## src/sv/fpa_div_cell.sv

```systemverilog
// one restoring step of an unsigned divide, one quotient bit per cell
module fpa_div_cell #(
  parameter int unsigned NumWidth = 40,
  parameter int unsigned DenWidth = 32
) (
  input  logic                clk_i,
  input  logic                en_i,
  input  logic [DenWidth:0]   rem_i,
  input  logic [NumWidth-1:0] num_i,
  input  logic [DenWidth-1:0] den_i,
  output logic [DenWidth:0]   rem_o,
  output logic [NumWidth-1:0] num_o,
  output logic [DenWidth-1:0] den_o
);

  logic [DenWidth+1:0] trial;
  logic [DenWidth+1:0] shifted;
  logic [DenWidth:0]   rem_d, rem_q;
  logic [NumWidth-1:0] num_d, num_q;
  logic [DenWidth-1:0] den_q;

  always_comb begin
    shifted = {rem_i, num_i[NumWidth-1]};
    trial   = shifted - {2'b00, den_i};
    if (!trial[DenWidth+1]) begin
      rem_d = trial[DenWidth:0];
      num_d = {num_i[NumWidth-2:0], 1'b1};
    end else begin
      rem_d = shifted[DenWidth:0];
      num_d = {num_i[NumWidth-2:0], 1'b0};
    end
  end

  always_ff @(posedge clk_i) begin
    if (en_i) begin
      rem_q <= rem_d;
      num_q <= num_d;
      den_q <= den_i;
    end
  end

  assign rem_o = rem_q;
  assign num_o = num_q;
  assign den_o = den_q;

endmodule

```

## config.mk

```make
export PLATFORM = sky130hd
export DESIGN_NAME = fpa_div_cell
export DESIGN_NICKNAME = d
export VERILOG_FILES = /design/src/sv/fpa_div_cell.sv
export SDC_FILE = /design/constraint.sdc
export NUM_CORES = 1
export LEC_CHECK = 0
export CAP_MARGIN = 10
export CORE_ASPECT_RATIO = 0.5
export CORE_MARGIN = 4
export CORE_UTILIZATION = 45
export CTS_BUF_LIST = sky130_fd_sc_hd__clkbuf_2
export CTS_CLUSTER_SIZE = 16
export DETAILED_ROUTE_END_ITERATION = 10
export DONT_BUFFER_PORTS = 1
export RECOVER_POWER = 25
export SLEW_MARGIN = 10
export SYNTH_ARGS = -nofsm -noshare
export SYNTH_HDL_FRONTEND = slang
export SYNTH_SLANG_ARGS = --single-unit
```

## constraint.sdc

```tcl
create_clock -name clk_i -period 4.5 [get_ports clk_i]
set_input_delay 0.9 -clock clk_i [delete_from_list [all_inputs] [get_ports clk_i]]
set_output_delay 0.9 -clock clk_i [all_outputs]
set_load 0.03 [all_outputs]
```

==> results of run 1 <==
[how the worst max path moves through the flow]
stage                 to  slack (ns)  cells after the start      start
5_1_grt        rem_o[20]         1.0                     12  num_i[39]
6_report       rem_o[20]        1.08                     12  num_i[39]
2_1_floorplan  rem_o[10]        0.97                     13   den_i[6]
3_5_place_dp   rem_o[20]        0.49                     12  num_i[39]
4_1_cts        rem_o[20]        1.15                     12  num_i[39]
3_3_place_gp   rem_o[20]        0.58                     12  num_i[39]
[flip-flops by register name (all words and copies together), names as in the netlist]
register	count
num_o	40
den_o	32
rem_o	33
[synth_stat cells (4+ instances only)]
cell type  count  area share, %
a211oi_1       4           0.55
a21o_1        15            2.1
a21oi_1       20            1.8
a31oi_1        5           0.57
and3_1         5           0.57
edfxtp_1     105             58
ha_1          32            7.3
inv_1         42            2.9
mux2_1         5            1.0
mux2_4        19            5.2
nand2_1       11           0.76
nand2b_1       5           0.57
nand3_1        5           0.46
nor2_1        11           0.76
nor2b_1        5           0.57
nor3_1         7           0.64
o21a_1         4           0.55
o21ai_0       24            2.2
xnor2_1       18            2.9
xor2_1         8            1.3
[layer usage]
metal	GRT usage, %	up-vias	part of all wire [%]
met5	0	-	0
met4	4.871	0	1.9
met3	7.297	16	9.3
met2	26.81	132	48
met1	17.71	1516	40
li1	-	1542	-
[power groups by stage]
| stage | clock network, mW | registers, mW | logic, mW |
|---|---|---|---|
| after floorplan | 0 | 1.45 | 0.313 |
| after global placement | 0 | 1.47 | 0.356 |
| after detailed placement | 0 | 1.47 | 0.367 |
| after CTS | 0.444 | 1.45 | 0.369 |
| after global routing | 0.491 | 1.46 | 0.407 |
| final | 0.424 | 1.45 | 0.367 |
[cells by family after synthesis]
kind of cell | count (synthesis)
AO/OA/AOI/OAI | 106
XOR/XNOR | 26
multiplexers | 25
AND/OR/NAND/NOR | 60
flip-flops | 105
adder cells (fa/ha/maj) | 33
buffers and inverters | 51
[area by class of cell]
type	count	area share, %
inverter	43	2.911
clock inverter	6	1.094
antenna	1	0.04377
sequential	105	55.15
tap	165	3.611
multi-input combinational	250	36.31
clock buffer	10	0.8755
[per-stage QoR]
step           utilization [%]  area [sq um]  hold WS, ns  setup WS [ns]  total power [mW]
2_1_floorplan                -          5458       0.9989         0.9668             1.765
3_3_place_gp             47.31          5602       0.9989         0.5826             1.829
3_5_place_dp             47.31          5602       0.9989         0.4926             1.840
4_1_cts                  48.26          5714       0.3243          1.154             2.265
5_1_grt                  48.28          5717       0.2843         0.9976             2.354
6_report                 48.28          5717       0.3782          1.078             2.237
==> results.py, run 1 <==
metrics = {
    "timing": {
        "finalMaxSlewViolations": 0,
        "worst_slew_margin_rel_pct": 64.93,
        "setup_total_negative_slack_ns": 0,
        "time_the_worst_path_needs_with_i_o_delays_and_setup_ns": 3.422,
        "period_share_pct": 76.05,
        "grt_setup_unrepaired": "false",
        "final_hold_viol_count": 0,
        "achievable-frequency_mhz": 292.2,
        "worst_pin_slew_ns": 0.5206,
        "timing.final.setup_violations": 0,
    },
    "placed_design": {
        "gp_routability_congestion": 0.8286,
        "place_inst": 563,
        "io_buffers": 0,
        "place.detailed.hpwl_microns": 8869,
    },
    "logic_synthesis": {
        "dominant_combinational_cell_family_by_area_after_synthesis": "compound AO/OA/AOI/OAI gates",
        "synth_edf_count": 105,
        "compound_gate_portion_of_the_synthesized_area_pct": 13.82,
        "syn_avg_cell_area_sq_um": 13.44,
        "synth-xor-area-share_pct": 4.172,
        "synthAdderAreaFrac_pct": 7.703,
        "synth.yosys.seq_area_share_pct": 57.77,
        "synth.lib_cells_used.distinct": 58,
        "mapped_area_sq_um": 5458,
        "postSynth.topFlopCell": "edfxtp_1",
        "synthesis.nets": 546,
        "synth-simple-area-share_pct": 5.892,
        "synth-warning-count": 0,
        "synth-async-reset-ratio_pct": 0,
        "synthesis.instances": 406,
        "mux_share_of_post_synthesis_cell_area_pct": 6.442,
        "synth.ff_latch_count": 105,
    },
    "hold_path": {
        "holdCritPathClass": "in2reg",
        "holdPathEnd": "den_o[11]",
        "timing.hold.worst_path_depth": 0,
        "worst_min_delay_path_startpoint": "den_i[11]",
    },
    "power_and_ir_drop": {
        "p_per_area_nw_per_um2": 391.2,
        "power.leakage_nw": 2.256,
        "net-switching-power_mw": 0.7609,
        "max-vdd-ir-drop_mv": 0.1510,
        "intPower_mw": 1.476,
        "clock_power_share_pct": 19.0,
        "power_frac_comb_pct": 16.4,
        "power.sequential.fraction_pct": 64.6,
        "p_sw_share_pct": 34.02,
    },
    "global_route": {
        "grt_pass1_vias": 3260,
        "grt_util_all_layers_pct": 15.70,
        "antenna_found_initial": 1,
        "globalRouteOverflowTotal": 0,
        "wire_length_of_the_first_global_routing_pass_microns": 17110,
        "grt_start_max_net_pins": 106,
    },
    "layout": {
        "syn_to_final_growth_pct": 4.745,
        "footprint_of_the_multi_input_gates_sq_um": 2076,
        "most-common-layout-cells": "edfxtp_1 (105), inv_1 (42), ha_1 (32), o21ai_0 (24), a21oi_1 (20)",
        "nNetsFinal": 549,
        "post_layout_nonfiller_instances": 580,
        "seq_area_sq_um": 3153,
        "mostFrequentLayoutCell": "edfxtp_1",
        "drive_above_1_share_pct": 11.59,
        "filler_cell_count": 1071,
    },
    "critical_path": {
        "cp_num_buf_inv": 1,
        "cp-end-kind": "register",
        "path_max_fanout": 4,
        "cell_with_the_biggest_individual_delay_on_the_critical_path": "fa_1",
        "worst_ep_required_time_ns": 4.85,
        "critical_path.startpoint_type": "input port",
        "crit_path_max_incr_delay_ns": 0.40,
        "cp_cell_sequence": "inv_1, ha_1, fa_1, nand2b_1, a21oi_1, o41a_1, nand3_1, a211oi_1, a41o_1, mux2i_1, o311ai_0, mux2_4",
        "crit_arrival_ns": 3.77,
        "critical_path_class": "in2reg",
        "cell_family_with_the_largest_share_of_critical_path_delay": "compound AO/OA/AOI/OAI gates",
    },
    "route": {
        "drc": 0,
        "drt-total-wl_microns": 11590,
        "detailedRoute.firstIterationViolations": 135,
        "detail_route.first_pass.iterations": 4,
        "wl_per_cell_microns": 19.98,
        "routed_via_count": 3206,
        "viasPerCell": 5.528,
        "antenna_left": 0,
    },
    "floorplan": {
        "start_util_pct": 46.09,
        "die_width_microns": 163.7,
        "die_area_sq_um": 14060,
        "floorplan.core_area_sq_um": 11840,
        "die_height_microns": 85.88,
        "design.portCount": 212,
        "placementRows": 28,
    },
    "clocking": {
        "resized_cells_post_cts": 0,
        "clock-root-buffer": "clkbuf_2",
        "tritoncts": "yes",
        "maximum_count_of_clock_buffers_along_a_single_path": 2,
        "cts_setup_buffers": 0,
        "htree_levels": 3,
        "cts-buffers-inserted": 9,
        "hold_buffers": 0,
        "clk_transition_reported_paths_ns": 0.30,
        "clkSinkCount": 105,
    },
    "run_status": {
        "outcome": "completed",
    },
    "flow_run": {
        "maxCapViolations": 0,
    },
}
(Power assumes the default switching activity.)
==> run 2, diff against run 1 <==
Clock period 4.5 ns to 3.2 ns, I/O delays scaled along.
==> results.py, run 2 (synthesis results as in run 1) <==
metrics = {
    "layout": {
        "number_of_diodes_added_for_antenna_fixing": 0,
        "post_layout_nonfiller_instances": 649,
        "mostFrequentLayoutCell": "edfxtp_1",
        "filler_cell_count": 1040,
        "drive_above_1_share_pct": 21.69,
        "largest_reg_flops": 40,
        "nNetsFinal": 619,
        "most-common-layout-cells": "edfxtp_1 (105), buf_4 (45), inv_1 (41), ha_1 (27), dlygate4sd3_1 (25)",
        "syn_to_final_growth_pct": 17.13,
        "finalCoreUtilization_pct": 53.98,
    },
    "route": {
        "routed_via_count": 3489,
        "viasPerCell": 5.376,
        "detail_route.first_pass.iterations": 4,
        "drc": 0,
        "wl_per_cell_microns": 19.37,
        "drt-total-wl_microns": 12570,
        "antenna_left": 0,
        "detailedRoute.firstIterationViolations": 252,
    },
    "timing": {
        "time_the_worst_path_needs_with_i_o_delays_and_setup_ns": 2.735,
        "achievable-frequency_mhz": 365.6,
        "worst_slew_margin_rel_pct": 72.43,
        "grt_setup_unrepaired": "false",
        "final_hold_viol_count": 0,
        "finalHoldWorstSlack_ns": 0.1127,
        "finalMaxSlewViolations": 0,
        "worst_pin_slew_ns": 0.4031,
        "timing.final.setup_violations": 0,
        "period_share_pct": 85.46,
    },
    "floorplan": {
        "design.portCount": 212,
        "floorplan.core_area_sq_um": 11840,
        "placementRows": 28,
        "die_height_microns": 85.88,
        "start_util_pct": 46.09,
        "die_area_sq_um": 14060,
        "die_width_microns": 163.7,
    },
    "clocking": {
        "clock-root-buffer": "clkbuf_2",
        "htree_levels": 3,
        "resized_cells_post_cts": 0,
        "maximum_count_of_clock_buffers_along_a_single_path": 2,
        "cts-buffers-inserted": 9,
        "clk_transition_reported_paths_ns": 0.29,
        "clkSinkCount": 105,
        "tritoncts": "yes",
    },
    "power_and_ir_drop": {
        "p_per_area_nw_per_um2": 511.6,
        "power_frac_comb_pct": 19.6,
        "max-vdd-ir-drop_mv": 0.1769,
        "clock_power_share_pct": 18.2,
        "power.sequential.fraction_pct": 62.2,
        "intPower_mw": 2.167,
        "net-switching-power_mw": 1.104,
        "p_sw_share_pct": 33.74,
        "overall_power_mw": 3.270,
        "power.leakage_nw": 2.591,
    },
    "critical_path": {
        "critical_path_class": "in2reg",
        "crit_arrival_ns": 3.14,
        "cell_with_the_biggest_individual_delay_on_the_critical_path": "fa_1",
        "critical_path.startpoint_type": "input port",
        "worst_ep_required_time_ns": 3.60,
        "crit_start": "num_i[39]",
        "cell_family_with_the_largest_share_of_critical_path_delay": "compound AO/OA/AOI/OAI gates",
        "critical_path_capture_point": "rem_o[20]",
        "cp_num_buf_inv": 1,
        "worstSetupPathDepth": 12,
        "cp_cell_sequence": "inv_1, ha_1, fa_1, nand2b_1, a21oi_1, o41a_1, nand3_1, a211oi_2, a41o_1, mux2i_1, o311ai_0, mux2_4",
        "path_max_fanout": 3,
        "crit_path_max_incr_delay_ns": 0.40,
        "cp-end-kind": "register",
    },
    "flow_run": {
        "maxCapViolations": 0,
    },
    "global_route": {
        "grt_util_all_layers_pct": 17.22,
        "grt_start_max_net_pins": 106,
        "wire_length_of_the_first_global_routing_pass_microns": 18730,
        "antenna_found_initial": 0,
        "globalRouteOverflowTotal": 0,
        "grt_pass1_vias": 3511,
    },
    "placed_design": {
        "gp_routability_congestion": 0.8291,
        "place.detailed.hpwl_microns": 9438,
        "io_buffers": 0,
        "place_inst": 608,
    },
    "run_status": {
        "outcome": "completed",
    },
    "hold_path": {
        "holdCritPathClass": "in2reg",
        "worst_min_delay_path_startpoint": "num_i[30]",
    },
}
==> run 2: repair_timing <==
| action | 4_1_cts | 5_1_grt |
|---|---|---|
| endpoints found under the hold margin | 0 | 25 |
| setup buffers | 0 | 0 |
| hold buffers | 0 | 25 |
==> run 2: per-layer routing <==
layer	vias up	wire length, microns	track usage [%]	share of wire (%)
li1	1675	-	-	-
met1	1667	4988	19.57	40
met2	131	6303	29.46	50
met3	16	1067	7.345	8.5
met4	0	214	5.936	1.7
met5	-	0	0	0
==> run 2: layout make-up <==
class                           instances  area, sq um  share of cell area [%]
Clock buffer                           10        50.05                  0.7829
Clock inverter                          6        62.56                  0.9787
Inverter                               43        168.9                   2.642
Multi-Input combinational cell        250         2163                   33.84
Sequential cell                       105         3153                   49.32
Tap cell                              165        206.4                   3.230
Timing Repair Buffer                   70        588.1                   9.199
==> run 2: how the worst min path moves through the flow <==
stage | slack (ns) | to | cells after the start
after floorplan | 0.74 | den_o[0] | 0
after detailed placement | 0.74 | num_o[22] | 0
final | 0.11 | num_o[31] | 0
after global routing | -0.02 | den_o[30] | 0
after global placement | 0.74 | num_o[10] | 0
after CTS | 0.02 | den_o[11] | 0
==> run 2: per-stage QoR <==
step | setup WS, ns | setup TNS [ns] | cell area (sq um)
after CTS | 0.5146 | 0 | 6142
after global routing | 0.3801 | 0 | 6392
after floorplan | 0.0007117 | 0 | 5554
after global placement | -0.1683 | -2.793 | 6030
after detailed placement | -0.1883 | -4.111 | 6030
final | 0.4651 | 0 | 6392
==> run 2: power groups by stage <==
stage	sequential (mW)	clock (mW)	combinational [mW]
CTS	2.04	0.632	0.616
detailed placement	2.07	0	0.614
floorplan	2.04	0	0.458
finish	2.03	0.596	0.640
global placement	2.07	0	0.598
global route	2.05	0.703	0.704
==> run 3, diff against run 2 <==
Settings changed: GPL_TIMING_DRIVEN set to 0, PLACE_DENSITY set to 0.59.
Clock period 3.2 ns to 3.5 ns, I/O delays scaled along.
==> results.py, run 3 (synthesis results as in run 1) <==
metrics = {
    "floorplan": {
        "floorplan.core_area_sq_um": 11840,
        "placementRows": 28,
        "start_util_pct": 46.09,
        "die_height_microns": 85.88,
        "die_width_microns": 163.7,
        "design.portCount": 212,
        "die_area_sq_um": 14060,
    },
    "clocking": {
        "htree_levels": 3,
        "clkSinkCount": 105,
        "resized_cells_post_cts": 0,
        "hold_buffers": 0,
        "cts-buffers-inserted": 9,
        "cts_setup_buffers": 0,
        "maximum_count_of_clock_buffers_along_a_single_path": 2,
        "tritoncts": "yes",
        "clock-root-buffer": "clkbuf_2",
        "clk_transition_reported_paths_ns": 0.31,
    },
    "power_and_ir_drop": {
        "max-vdd-ir-drop_mv": 0.2003,
        "power.leakage_nw": 2.288,
        "overall_power_mw": 2.875,
        "p_per_area_nw_per_um2": 497.7,
    },
    "critical_path": {
        "worst_ep_required_time_ns": 3.84,
        "crit_arrival_ns": 3.54,
        "path_max_fanout": 4,
        "critical_path.startpoint_type": "input port",
        "cp-end-kind": "register",
        "critical_path_class": "in2reg",
    },
    "placed_design": {
        "detailed_place.area_sq_um": 5664,
        "place.detailed.hpwl_microns": 8963,
        "place_inst": 571,
        "gp_routability_congestion": 0.8271,
        "io_buffers": 0,
    },
    "timing": {
        "period_share_pct": 91.21,
        "finalMaxSlewViolations": 0,
        "worst_pin_slew_ns": 0.6625,
        "finalHoldWorstSlack_ns": 0.1744,
        "final_hold_viol_count": 0,
        "achievable-frequency_mhz": 313.2,
        "time_the_worst_path_needs_with_i_o_delays_and_setup_ns": 3.192,
        "timing.final.setup_violations": 0,
        "worst_slew_margin_rel_pct": 55.57,
        "grt_setup_unrepaired": "false",
    },
    "layout": {
        "most-common-layout-cells": "edfxtp_1 (105), inv_1 (42), ha_1 (32), o21ai_0 (24), a21oi_1 (20)",
        "mostFrequentLayoutCell": "edfxtp_1",
        "post_layout_nonfiller_instances": 587,
        "nNetsFinal": 557,
        "finalCoreUtilization_pct": 48.78,
        "largest_reg_flops": 40,
        "number_of_diodes_added_for_antenna_fixing": 0,
        "syn_to_final_growth_pct": 5.846,
        "finalInstanceArea_sq_um": 5777,
        "drive_above_1_share_pct": 12.56,
    },
    "hold_path": {
        "holdCritPathClass": "in2reg",
    },
    "route": {
        "routed_via_count": 3197,
        "wl_per_cell_microns": 19.77,
        "antenna_left": 0,
        "detail_route.first_pass.iterations": 4,
        "viasPerCell": 5.446,
        "detailedRoute.firstIterationViolations": 85,
        "drc": 0,
        "drt-total-wl_microns": 11610,
    },
    "global_route": {
        "grt_start_max_net_pins": 106,
        "grt_util_all_layers_pct": 16.28,
        "wire_length_of_the_first_global_routing_pass_microns": 17750,
        "antenna_found_initial": 0,
        "grt_pass1_vias": 3280,
        "globalRouteOverflowTotal": 0,
    },
    "flow_run": {
        "maxCapViolations": 0,
    },
    "run_status": {
        "outcome": "completed",
    },
}
-- run 3: worst paths after layout --
kind                      start   endpoint  slack (ns)  depth (start not counted)
worst max-delay path  num_i[39]  rem_o[20]        0.31                         12
worst min-delay path  den_i[30]  den_o[30]        0.17                          0
-- run 3: metal layers --
layer  routed length [microns]  vias to the layer above  global-route usage, %
met5                         0                        -                      0
met2                      5652                      112                  28.34
met3                       958                       13                  6.817
li1                          -                     1558                      -
met1                      4839                     1514                  18.61
met4                       155                        0                  4.566
-- run 3: cell type report --
| class | count | area, sq um |
|---|---|---|
| fillers | 1094 | 6065 |
| flip-flops and latches | 105 | 3153 |
| multi-input cells | 250 | 2076 |
| well taps | 165 | 206.4 |
| inverters | 43 | 166.4 |
| clock inverters | 6 | 62.56 |
| plain buffers | 8 | 62.56 |
| clock buffers | 10 | 50.05 |
-- run 3: per-stage QoR --
| stage | setup TNS, ns | setup slack [ns] |
|---|---|---|
| after floorplan | 0 | 0.1668 |
| after global placement | -5.157 | -0.2448 |
| after detailed placement | -5.830 | -0.2927 |
| after CTS | 0 | 0.3809 |
| after global routing | 0 | 0.1948 |
| final | 0 | 0.3076 |
-- run 3: worst max-delay path, stage by stage --
cell and delay, ns:
inv_1 0.02, ha_1 0.22, fa_1 0.41, nand2b_1 0.18, a21oi_1 0.20, o41a_1 0.33, nand3_1 0.12, a211oi_1 0.37
a41o_1 0.31, mux2i_1 0.21, o311ai_0 0.17, mux2_4 0.29
-- run 3: report_power, final --
group / internal (mW) / leakage (nW) / total [mW] / switching (mW)
Sequential: 1.55 / 1.03 / 1.86 / 0.306
Clock: 0.116 / 0.0714 / 0.534 / 0.417
Combinational: 0.238 / 1.19 / 0.484 / 0.246
