<file path="config.mk">
export PLATFORM = sky130hd
export DESIGN_NAME = fpa_side_cell
export DESIGN_NICKNAME = d
export VERILOG_FILES = /design/src/sv/fpa_side_cell.sv
export SDC_FILE = /design/constraint.sdc
export NUM_CORES = 1
export LEC_CHECK = 0
export BUFFER_PORTS_ARGS = -buffer_cell sky130_fd_sc_hd__buf_2
export CELL_PAD_IN_SITES_DETAIL_PLACEMENT = 1
export CELL_PAD_IN_SITES_GLOBAL_PLACEMENT = 1
export CORE_UTILIZATION = 33
export CTS_BUF_LIST = sky130_fd_sc_hd__clkbuf_2
export DETAILED_ROUTE_END_ITERATION = 6
export PLACE_DENSITY_LB_ADDON = 0.1
export SLEW_MARGIN = 40
export SYNTH_ARGS = -nofsm -noshare
export SYNTH_HDL_FRONTEND = slang
export SYNTH_SLANG_ARGS = --single-unit
export TNS_END_PERCENT = 10
</file>
<file path="constraint.sdc">
create_clock -name clk_i -period 0.8 [get_ports clk_i]
set_input_delay 0.16 -clock clk_i [delete_from_list [all_inputs] [get_ports clk_i]]
set_output_delay 0.16 -clock clk_i [all_outputs]
set_load 0.01 [all_outputs]
</file>
<file path="src/sv/fpa_side_cell.sv">
// carries the result of non-divide operations beside the divider cells
module fpa_side_cell #(
  parameter int unsigned Width = 32
) (
  input  logic             clk_i,
  input  logic             en_i,
  input  logic [Width-1:0] data_i,
  output logic [Width-1:0] data_o
);

  logic [Width-1:0] data_q;

  always_ff @(posedge clk_i) begin
    if (en_i) begin
      data_q <= data_i;
    end
  end

  assign data_o = data_q;

endmodule

</file>
==> results.md, run 1 <==
- The share of the synthesized area in the top cell type is 100%.
- The total congestion overflow is 0.
- The delay of the slowest critical-path stage is 430 ps.
- Counting flops with a built-in enable in the synthesized netlist gives 32.
- The repair_antennas step left the layout with diodes totalling 0.
- The checks that failed: negative setup slack.
- sky130_fd_sc_hd__edfxtp_1 is the most common cell in the netlist.
- For the finished layout, the period the worst path requires is 1100 ps.
- The flow ran to the end, but the final reports show violations.
- The required time of the critical path is 640 ps.
- Once routing completed, OpenROAD measured the worst setup slack at -296 ps.
- The synthesized area is 961 um^2.
- The number of warnings reported in the yosys synthesis log is 0.
- The number of failing setup endpoints in the final timing report is 32.
- For the worst setup path, the data arrival time is 940 ps.
- The hold-critical path endpoint is data_o[21]$_DFFE_PP_.
- The global placer's final weighted congestion is 0.623.
- The wire length of the first global-routing pass is 3770 um.
- The effective utilization at floorplan is 34.8%.
- The site row count is 19.
- The layout net count is 172.
- STA classifies the critical path startpoint as a flip-flop.
- From synthesis to final layout, the design area changed by 79.4%.
- The area of the multi-input gates is 0 um^2.
- The leading register cell type out of synthesis is sky130_fd_sc_hd__edfxtp_1.
- The first routing iteration left 12 violations.
- TritonCTS built the clock tree.
- The actual transition at the worst max-transition pin is 157 ps.
- The vertical extent of the die is 56.0 um.
- The register area is 961 um^2.
- The fraction of registers with async set/reset is 0%.
- The sort of element at the end of the critical path is an output port.
- 0 cells are multi-input combinational gates.
- Once detail routing completed, the nets flagged for antenna violations numbered 0.
- The depth of the worst hold-timing path is 2.
- The number of violations of the max-capacitance limit is 0.
- 66 I/O pins were placed.
- Across all layers, the routed design uses 713 vias.
- The design draws 3.18 mW.
- CTS built an H-tree with a depth of 2.
- The number of design rule violations left after detail routing is 0.
- The total CTS buffers is 5.
- The wire length per cell is 14.0 um.
- The final count of pins violating max slew is 0.
- The cell accounting for the most synthesized area is sky130_fd_sc_hd__edfxtp_1.
- The worst-path cell with the longest stage delay is sky130_fd_sc_hd__edfxtp_1.
- The layout cell share with drive strength beyond 1 is 53.2%.
- The post-synthesis sequential area ratio is 100%.
- The die covers 3130 um^2.
- The critical path is of the reg -> out type.
- The maximum count of clock buffers along a single path is 2.
- The worst path buffer plus inverter count is 1.
- By count the netlist is led by 32 x sky130_fd_sc_hd__edfxtp_1.
- In this run the horizontal extent of the chip is 56.0 um.
- Counting the fill cells in the layout gives 273.
- The initial antenna violation count is 0.
- The maximum number of pins on one net before global-route repair is 19.
- The net count of the mapped netlist is 66.
- For this design the static power due to leakage is 0.752 nW.
- The count of buffers added by post-CTS timing repair for setup is 0.
- After synthesis the netlist holds a flip-flop and latch count of 32.
- The total global-route track usage is 17.5%.
- After clock tree synthesis, the clock-pin slew on the worst setup and hold paths is 160 ps.
- The clock root buffer is sky130_fd_sc_hd__clkbuf_2.
- The startpoint identified for the worst hold timing path is en_i.
- Setup repair after global routing could not meet its margin everywhere.
- Before antenna repair, the detailed router went through 4 iterations.
- On the critical path the largest part of the delay comes from flip-flops.
- The via count of the first global-routing pass was 754.
- The core area is 2760 um^2.
- The average cell area after synthesis is 30.0 um^2.
- For this run, the top clock speed supported by timing is 0.912 GHz.
- The register with the most flip-flops in the layout has 32 of them.
- The power density relative to cell area is 1850 nW/um^2.
- The distinct cell type count after synthesis is 1.
- Dividing the detail-routed via count by the number of cells gives 4.19.
- The tightest min-delay check is of the in -> reg type.
- The count of input and output buffers is 65.
- The hold violation total from the final report is 0.
- The worst-case IR drop observed on VDD is 1.61 mV.
- The critical path goes through buf_2.
- After synthesis, the cell types taking the most area are sky130_fd_sc_hd__edfxtp_1 100%.
- The final routed wirelength across all metal layers is 2380 um.
- Along the worst path, the maximum fanout reaches 1.
- The remaining max-slew budget at the tightest pin is 89.5%.
- Clock tree synthesis found a total of 32 sinks.
- The final critical-path share of the clock period is 137%.
- The gate count after technology mapping is 32.
- Timing analysis after detailed placement gives a worst setup slack of 29.0 ps.
[metal layers]
layer	vias to the layer above	global-route usage (%)	part of all wire [%]
met5	-	0	0
met4	0	6.27	1.3
met3	5	8.37	6.9
met2	38	30.3	57
met1	327	18.4	35
li1	343	-	-
[layout make-up]
class / instances / share of cell area, %
Tap cell: 31 / 2.25
Clock inverter: 3 / 0.798
Sequential cell: 32 / 55.7
Clock buffer: 5 / 1.45
Timing Repair Buffer: 99 / 39.8
[what timing repair did]
action | CTS | global route
gates resized for setup | 0 | 0
hold endpoints to repair | 32 | 0
pin swaps | 0 | 0
gates cloned | 0 | 0
hold buffers | 32 | 0
endpoints found under the setup margin | 32 | 32
[kinds of logic (layout without fill, tap and decap cells)]
family / after synthesis / in the layout / synth area share (%)
flops: 32 / 32 / 100
buf+inv: 0 / 107 / 0
[where the power goes]
part           leakage (nW)  internal (mW)  switching [mW]
Combinational         0.408          0.259           0.191
Clock                0.0302          0.196           0.515
Sequential            0.313           1.99          0.0331
[metrics by stage]
stage	setup TNS (ps)	util, %	area [um^2]	hold WS [ps]	instances
finish	-7900	62.5	1720	214	170
floorplan	0	-	961	259	32
CTS	-8880	62.5	1720	197	170
global route	-10700	62.5	1720	171	170
detailed placement	0	49.5	1370	338	130
global placement	0	49.5	1370	336	130
[cells in the final DEF (no fill, tap or decap)]
| master | instances |
|---|---|
| sky130_fd_sc_hd__buf_12 | 2 |
| sky130_fd_sc_hd__buf_2 | 65 |
| sky130_fd_sc_hd__clkbuf_2 | 5 |
| sky130_fd_sc_hd__clkinv_1 | 1 |
| sky130_fd_sc_hd__clkinv_2 | 2 |
| sky130_fd_sc_hd__dlygate4sd3_1 | 32 |
| sky130_fd_sc_hd__edfxtp_1 | 32 |
[worst max path at each step]
stage | from | end | slack, ps | depth (start not counted)
after floorplan | data_o[0]$_DFFE_PP_ | data_o[0] | 250 | 0
after global placement | en_i | data_o[9]$_DFFE_PP_ | 40 | 2
after detailed placement | en_i | data_o[12]$_DFFE_PP_ | 30 | 2
after CTS | data_o[21]$_DFFE_PP_ | data_o[21] | -310 | 1
after global routing | data_o[19]$_DFFE_PP_ | data_o[19] | -410 | 1
final | data_o[19]$_DFFE_PP_ | data_o[19] | -300 | 1
(Power assumes the default switching activity.)
==> inputs of run 2 (changes only) <==
PLACE_DENSITY_LB_ADDON = 0.05   (was 0.1)
==> run 2 against run 1 <==
Compared with the run above: the run still ends with negative setup slack left; largest power group unchanged; sequential share of layout area fell by 1.1 points; cell area rose by 2.0%; critical path type unchanged; sequential cell count did not move; setup slack improved by 18 ps; clock power rose by 46%; wire length fell by 2.1%; maximum frequency rose by 1.7%; global-route usage fell by 1.3 points; die area did not move; power rose by 10%.
==> results.md, run 2 (same netlist as run 1, synthesis figures left out) <==
- The effective utilization at floorplan came to 34.8% (unchanged).
- The global placer's final weighted congestion came to 0.628 (+0.79%).
- The tree is rooted in a sky130_fd_sc_hd__clkbuf_2.
- By startpoint and endpoint, the worst setup path is classified as reg -> out.
- The worst-path maximum fanout is 1 (unchanged).
- The number of clock sinks is 32 (unchanged).
- The final reports fail on negative setup slack.
- The number of violations of the max-capacitance limit came to 0 (unchanged).
- The count of buffers added by post-CTS timing repair for setup is 0 (unchanged).
- The maximum number of pins on one net before global-route repair is 19 (unchanged).
- The filler cell count came to 271 (-0.73%).
- The count of vias placed by the detailed router is 727 (+2.0%).
- The flow ran to the end, but the final reports show violations.
- The class of the worst hold path is in -> reg.
- The clock-pin slew on the worst setup and hold paths is 160 ps (about the same).
- The remaining max-slew budget at the tightest pin is 89.1% (-0.44 points).
- The number of design rule violations left after detail routing came to 0 (unchanged).
- The number of failing setup endpoints in the final timing report is 32 (unchanged).
- The number of resized instances in the post-cts repair step is 0 (unchanged).
- The smallest setup slack after layout was -278 ps (+18.4 ps).
- The final routed wirelength across all metal layers is 2330 um (-2.1%).
- The worst hold slack after final layout was 213 ps (-1.85 ps).
- The sum of internal, switching and leakage power is 3.52 mW (+10%).
- The area of the multi-input gates is 0 um^2 (unchanged).
- The leakage dissipation is 0.769 nW (+2.3%).
- The via count of the first global-routing pass is 777 (+3.1%).
- The total global-route track usage came to 16.1% (-1.3 points).
- The worst path buffer plus inverter count is 1 (unchanged).
- The number of search-and-repair iterations in the first detailed-routing pass is 3 (-1).
- The initial antenna violation count was 0 (unchanged).
- The core area is 2760 um^2 (unchanged).
- The number of flip-flops under the largest register name is 32 (unchanged).
- The maximum count of clock buffers along a single path is 2 (unchanged).
- The time the final worst path needs with I/O delays and setup came to 1080 ps (-18.5 ps).
- Leaving out fill and tap cells, the most frequent cell in the layout is sky130_fd_sc_hd__buf_2.
- The number of top-level pins was 66 (unchanged).
- The area of the die was 3130 um^2 (unchanged).
- The count of input and output buffers is 65 (unchanged).
- The cell family contributing the most delay on the critical path is flip-flops.
- The data arrival time of the worst path is 920 ps (-20 ps).
- The hold violation total from the final report came to 0 (unchanged).
- The power density relative to cell area is 2000 nW/um^2 (+8.4%).
- Walking the worst path, the cells encountered are buf_2.
- The site row count is 19 (unchanged).
- The CTS tree is built.
- The layout cell share with drive strength beyond 1 came to 54.3% (+1.0 points).
- The largest voltage drop on the vdd net is 1.56 mV (-2.9%).
- The number of diodes is 0 (unchanged).
- The multi-input logic cell count is 0 (unchanged).
- The number of levels in the clock H-tree came to 2 (unchanged).
- The initial detailed-routing violation count came to 20 (+8).
- The total congestion overflow is 0 (unchanged).
- The wire length of the first global-routing pass came to 3570 um (-5.3%).
- The sort of element at the end of the critical path is an output port.
- Leaving out fill and tap cells, the most frequent cells in the layout are 65 x sky130_fd_sc_hd__buf_2, 32 x sky130_fd_sc_hd__edfxtp_1, 32 x sky130_fd_sc_hd__dlygate4sd3_1.
- The slowest stage of the critical path is the sky130_fd_sc_hd__edfxtp_1 cell.
- The actual transition at the worst max-transition pin is 163 ps (+6.61 ps).
- The vertical extent of the die was 56.0 um (unchanged).
- The worst setup path is launched from a flip-flop.
- The die width was 56.0 um (unchanged).
- The wire length per cell is 13.6 um (-2.7%).
- The total CTS buffers came to 5 (unchanged).
- The achievable clock frequency is 0.928 GHz (+1.7%).
- Relative to the synthesized area, the layout overhead comes to 82.9%.
- The final critical-path share of the clock period is 135% (-2.3 points).
- Setup repair after global routing could not meet its margin everywhere.
- The delay of the slowest critical-path stage came to 410 ps (-20 ps).
- The required time of the critical path was 640 ps (about the same).
- The final count of pins violating max slew is 0 (unchanged).
- The number of nets still failing antenna checks after routing is 0 (unchanged).
- The ratio of routed vias to standard cells is 4.25 (+1.4%).
- The layout net count is 173 (+0.58%).
## run 2: per-stage QoR
stage / setup slack [ps] / area, um^2 / TNS [ps] / util, % / cells
2_1_floorplan: 246 / 961 / 0 / - / 32
3_3_place_gp: 23.1 / 1370 / 0 / 49.8 / 131
3_5_place_dp: 12.0 / 1370 / 0 / 49.8 / 131
4_1_cts: -301 / 1760 / -8810 / 63.7 / 171
5_1_grt: -362 / 1760 / -10220 / 63.7 / 171
6_report: -278 / 1760 / -7800 / 63.7 / 171
## run 2: timing repair
action,in CTS,in global routing
hold buffers,32,0
endpoints found under the hold margin,32,0
endpoints found under the setup margin,32,32
## run 2: worst paths after layout
| kind | start | to | slack (ps) | cells past startpoint |
|---|---|---|---|---|
| max | data_o[16]$_DFFE_PP_ | data_o[16] | -280 | 1 |
| min | en_i | data_o[1]$_DFFE_PP_ | 210 | 2 |
## run 2: final cells by class
class | count | area, um^2 | share of cell area [%]
clock inverters | 2 | 35.0 | 1.99
flip-flops and latches | 32 | 961 | 54.7
clock buffers | 6 | 30.0 | 1.71
well taps | 31 | 38.8 | 2.21
repair buffers | 100 | 693 | 39.4
## run 2: where the power goes
group | internal (mW) | switching, mW | total (mW) | leakage (nW)
combinational | 0.262 | 0.192 | 0.454 | 0.413
sequential | 1.99 | 0.0317 | 2.02 | 0.313
clock | 0.539 | 0.503 | 1.04 | 0.0430
## run 2: per-layer routing
layer | GRT usage [%] | up-vias | routed length (um)
met1 | 14.3 | 337 | 781
met4 | 5.23 | 0 | 19
met2 | 30.1 | 41 | 1340
met3 | 9.07 | 4 | 188
met5 | 0 | - | 0
li1 | - | 345 | -
==> inputs of run 3 (changes only) <==
RECOVER_POWER = 100   (was unset)
==> run 3 against run 2 <==
Compared with the run above: highest routed layer unchanged; power decreased by 0.69%; wire length increased by 0.43%; the run still ends with negative setup slack left; global-route usage did not move; setup slack improved by 1.0 ps; maximum frequency barely moved; sequential power about the same; combinational power decreased by 5.1%.
==> results.md, run 3 (same netlist as run 1, synthesis figures left out) <==
- The flow ran to the end, but the final reports show violations.
- The checks that failed: negative setup slack.
- The site row count was 19 (unchanged).
- In this run the worst hold path is classified as in -> reg.
- The number of failing setup endpoints in the final timing report is 32 (unchanged).
- The post-placement worst setup slack came to 12.0 ps (unchanged).
- The worst setup path category is reg -> out.
- The final routed wirelength across all metal layers is 2340 um (+0.43%).
- The actual transition at the worst max-transition pin was 439 ps (+276 ps).
- The achievable clock frequency is 0.929 GHz (about the same).
- The number of levels in the clock H-tree is 2 (unchanged).
- The clock-pin slew on the worst setup and hold paths is 160 ps (about the same).
- The count of buffers added by post-CTS timing repair for setup was 0 (unchanged).
- The most frequent standard cell in the layout excluding fill and tap cells is sky130_fd_sc_hd__buf_2.
- The total CTS buffers is 5 (unchanged).
- The data arrival time of the worst path was 920 ps (about the same).
- The maximum number of pins on one net before global-route repair was 19 (unchanged).
- The wire length of the first global-routing pass is 3570 um (unchanged).
- The required time of the critical path is 640 ps (about the same).
- The count of vias placed by the detailed router is 727 (unchanged).
- The post-route cell area is 1720 um^2 (-2.1%).
- The post-layout utilization of the core is 62.4% (-1.3 points).
- The depth of the worst hold-timing path is 2 (unchanged).
- The filler cell count is 278 (+2.6%).
- The core area is 2760 um^2 (unchanged).
- Setup repair after global routing could not meet its margin everywhere.
- The layout net count is 173 (unchanged).
- The global placer's final weighted congestion is 0.628 (unchanged).
- The area of the multi-input gates was 0 um^2 (unchanged).
- The number of nets still failing antenna checks after routing came to 0 (unchanged).
- The power density relative to cell area is 2030 nW/um^2 (+1.4%).
- The final-layout setup total negative slack is -7750 ps (+47.6 ps).
- The CTS tree is built.
- The total congestion overflow was 0 (unchanged).
- The number of search-and-repair iterations in the first detailed-routing pass came to 3 (unchanged).
- The maximum count of clock buffers along a single path is 2 (unchanged).
- The time the final worst path needs with I/O delays and setup is 1080 ps (-1.02 ps).
- The initial detailed-routing violation count is 20 (unchanged).
- The via count of the first global-routing pass is 777 (unchanged).
- The cell family contributing the most delay on the critical path is flip-flops.
- The count of input and output buffers came to 65 (unchanged).
- The multi-input logic cell count is 0 (unchanged).
- The critical hold path startpoint is en_i.
- The final count of pins violating max slew was 0 (unchanged).
- The vertical extent of the die is 56.0 um (unchanged).
- Among all stages on the critical path, the largest delay is contributed by sky130_fd_sc_hd__edfxtp_1.
- The final critical-path share of the clock period came to 135% (about the same).
- The number of design rule violations left after detail routing is 0 (unchanged).
- The clock root buffer is sky130_fd_sc_hd__clkbuf_2.
- STA classifies the critical path endpoint as an output port.
- The layout cell share with drive strength beyond 1 is 52.1% (-2.1 points).
- The hold violation total from the final report is 0 (unchanged).
- The ratio of routed vias to standard cells is 4.25 (unchanged).
- The number of clock sinks is 32 (unchanged).
- The wire length per cell came to 13.7 um (+0.43%).
- The number of diodes is 0 (unchanged).
- The smallest setup slack after layout is -277 ps (+1.02 ps).
- The worst path buffer plus inverter count is 1 (unchanged).
- The leakage dissipation came to 0.750 nW (-2.6%).
- The number of top-level pins is 66 (unchanged).
- The worst-path maximum fanout is 1 (unchanged).
- The initial antenna violation count was 0 (unchanged).
- STA classifies the critical path startpoint as a flip-flop.
- The signal on the critical path passes through buf_2.
- The growth of design area from synthesis to finish is 79.2%.
- The number of flip-flops under the largest register name was 32 (unchanged).
- The remaining max-slew budget at the tightest pin was 70.7% (-18 points).
- Leaving out fill and tap cells, the most frequent cells in the layout are 63 x sky130_fd_sc_hd__buf_2, 32 x sky130_fd_sc_hd__edfxtp_1, 32 x sky130_fd_sc_hd__dlygate4sd3_1.
- The die width came to 56.0 um (unchanged).
- The cell area after placement was 1370 um^2 (unchanged).
- The area of the die is 3130 um^2 (unchanged).
- The number of resized instances in the post-cts repair step is 0 (unchanged).
- The number of violations of the max-capacitance limit is 0 (unchanged).
- The largest voltage drop on the vdd net is 1.53 mV (-2.0%).
- The hold-critical path endpoint is data_o[24]$_DFFE_PP_.
- The delay of the slowest critical-path stage is 410 ps (about the same).
- The total global-route track usage came to 16.1% (unchanged).
- The effective utilization at floorplan came to 34.8% (unchanged).
==> run 3: cell count changes in the layout (fill, tap and decap cells not counted) <==
cell	before	now
sky130_fd_sc_hd__buf_12	2	0
sky130_fd_sc_hd__buf_2	65	63
sky130_fd_sc_hd__buf_4	1	0
sky130_fd_sc_hd__clkbuf_1	0	3
sky130_fd_sc_hd__clkbuf_2	6	8
==> run 3: per-layer routing <==
metal | part of all wire [%] | track usage, % | vias to the layer above
met1 | 34 | 14.3 | 337
li1 | - | - | 345
met4 | 0.81 | 5.23 | 0
met2 | 58 | 30.1 | 41
met5 | 0 | 0 | -
met3 | 7.9 | 9.07 | 4
==> run 3: timing repair <==
item / in CTS / in global routing
pin swaps: 0 / 0
hold buffers: 32 / 0
endpoints found under the hold margin: 32 / 0
setup endpoints to repair: 32 / 32
==> run 3: per-stage QoR <==
| step | std cells | hold WS [ps] | total power [mW] |
|---|---|---|---|
| 3_3_place_gp | 131 | 336 | 2.38 |
| 5_1_grt | 171 | 219 | 3.63 |
| 3_5_place_dp | 131 | 338 | 2.39 |
| 4_1_cts | 171 | 184 | 3.56 |
| 2_1_floorplan | 32 | 259 | 2.14 |
| 6_report | 171 | 224 | 3.49 |
==> run 3: cell type report <==
cell class | instances | area, um^2 | share of cell area [%]
Sequential cell | 32 | 961 | 55.8
Timing Repair Buffer | 100 | 657 | 38.2
Tap cell | 31 | 38.8 | 2.25
Clock inverter | 2 | 35.0 | 2.03
Clock buffer | 6 | 30.0 | 1.74
==> run 3: worst max-delay path by stage <==
| stage | from | endpoint | slack [ps] | depth (start not counted) |
|---|---|---|---|---|
| CTS | data_o[7]$_DFFE_PP_ | data_o[7] | -300 | 1 |
| floorplan | data_o[0]$_DFFE_PP_ | data_o[0] | 250 | 0 |
| global placement | en_i | data_o[5]$_DFFE_PP_ | 20 | 2 |
| detailed placement | en_i | data_o[5]$_DFFE_PP_ | 10 | 2 |
| finish | data_o[16]$_DFFE_PP_ | data_o[16] | -280 | 1 |
| global route | data_o[16]$_DFFE_PP_ | data_o[16] | -360 | 1 |
==> run 3: where the power goes <==
part | internal, mW | leakage [nW] | switching (mW)
combinational | 0.243 | 0.393 | 0.189
clock | 0.539 | 0.0430 | 0.501
sequential | 1.99 | 0.313 | 0.0317
total | 2.77 | 0.750 | 0.721
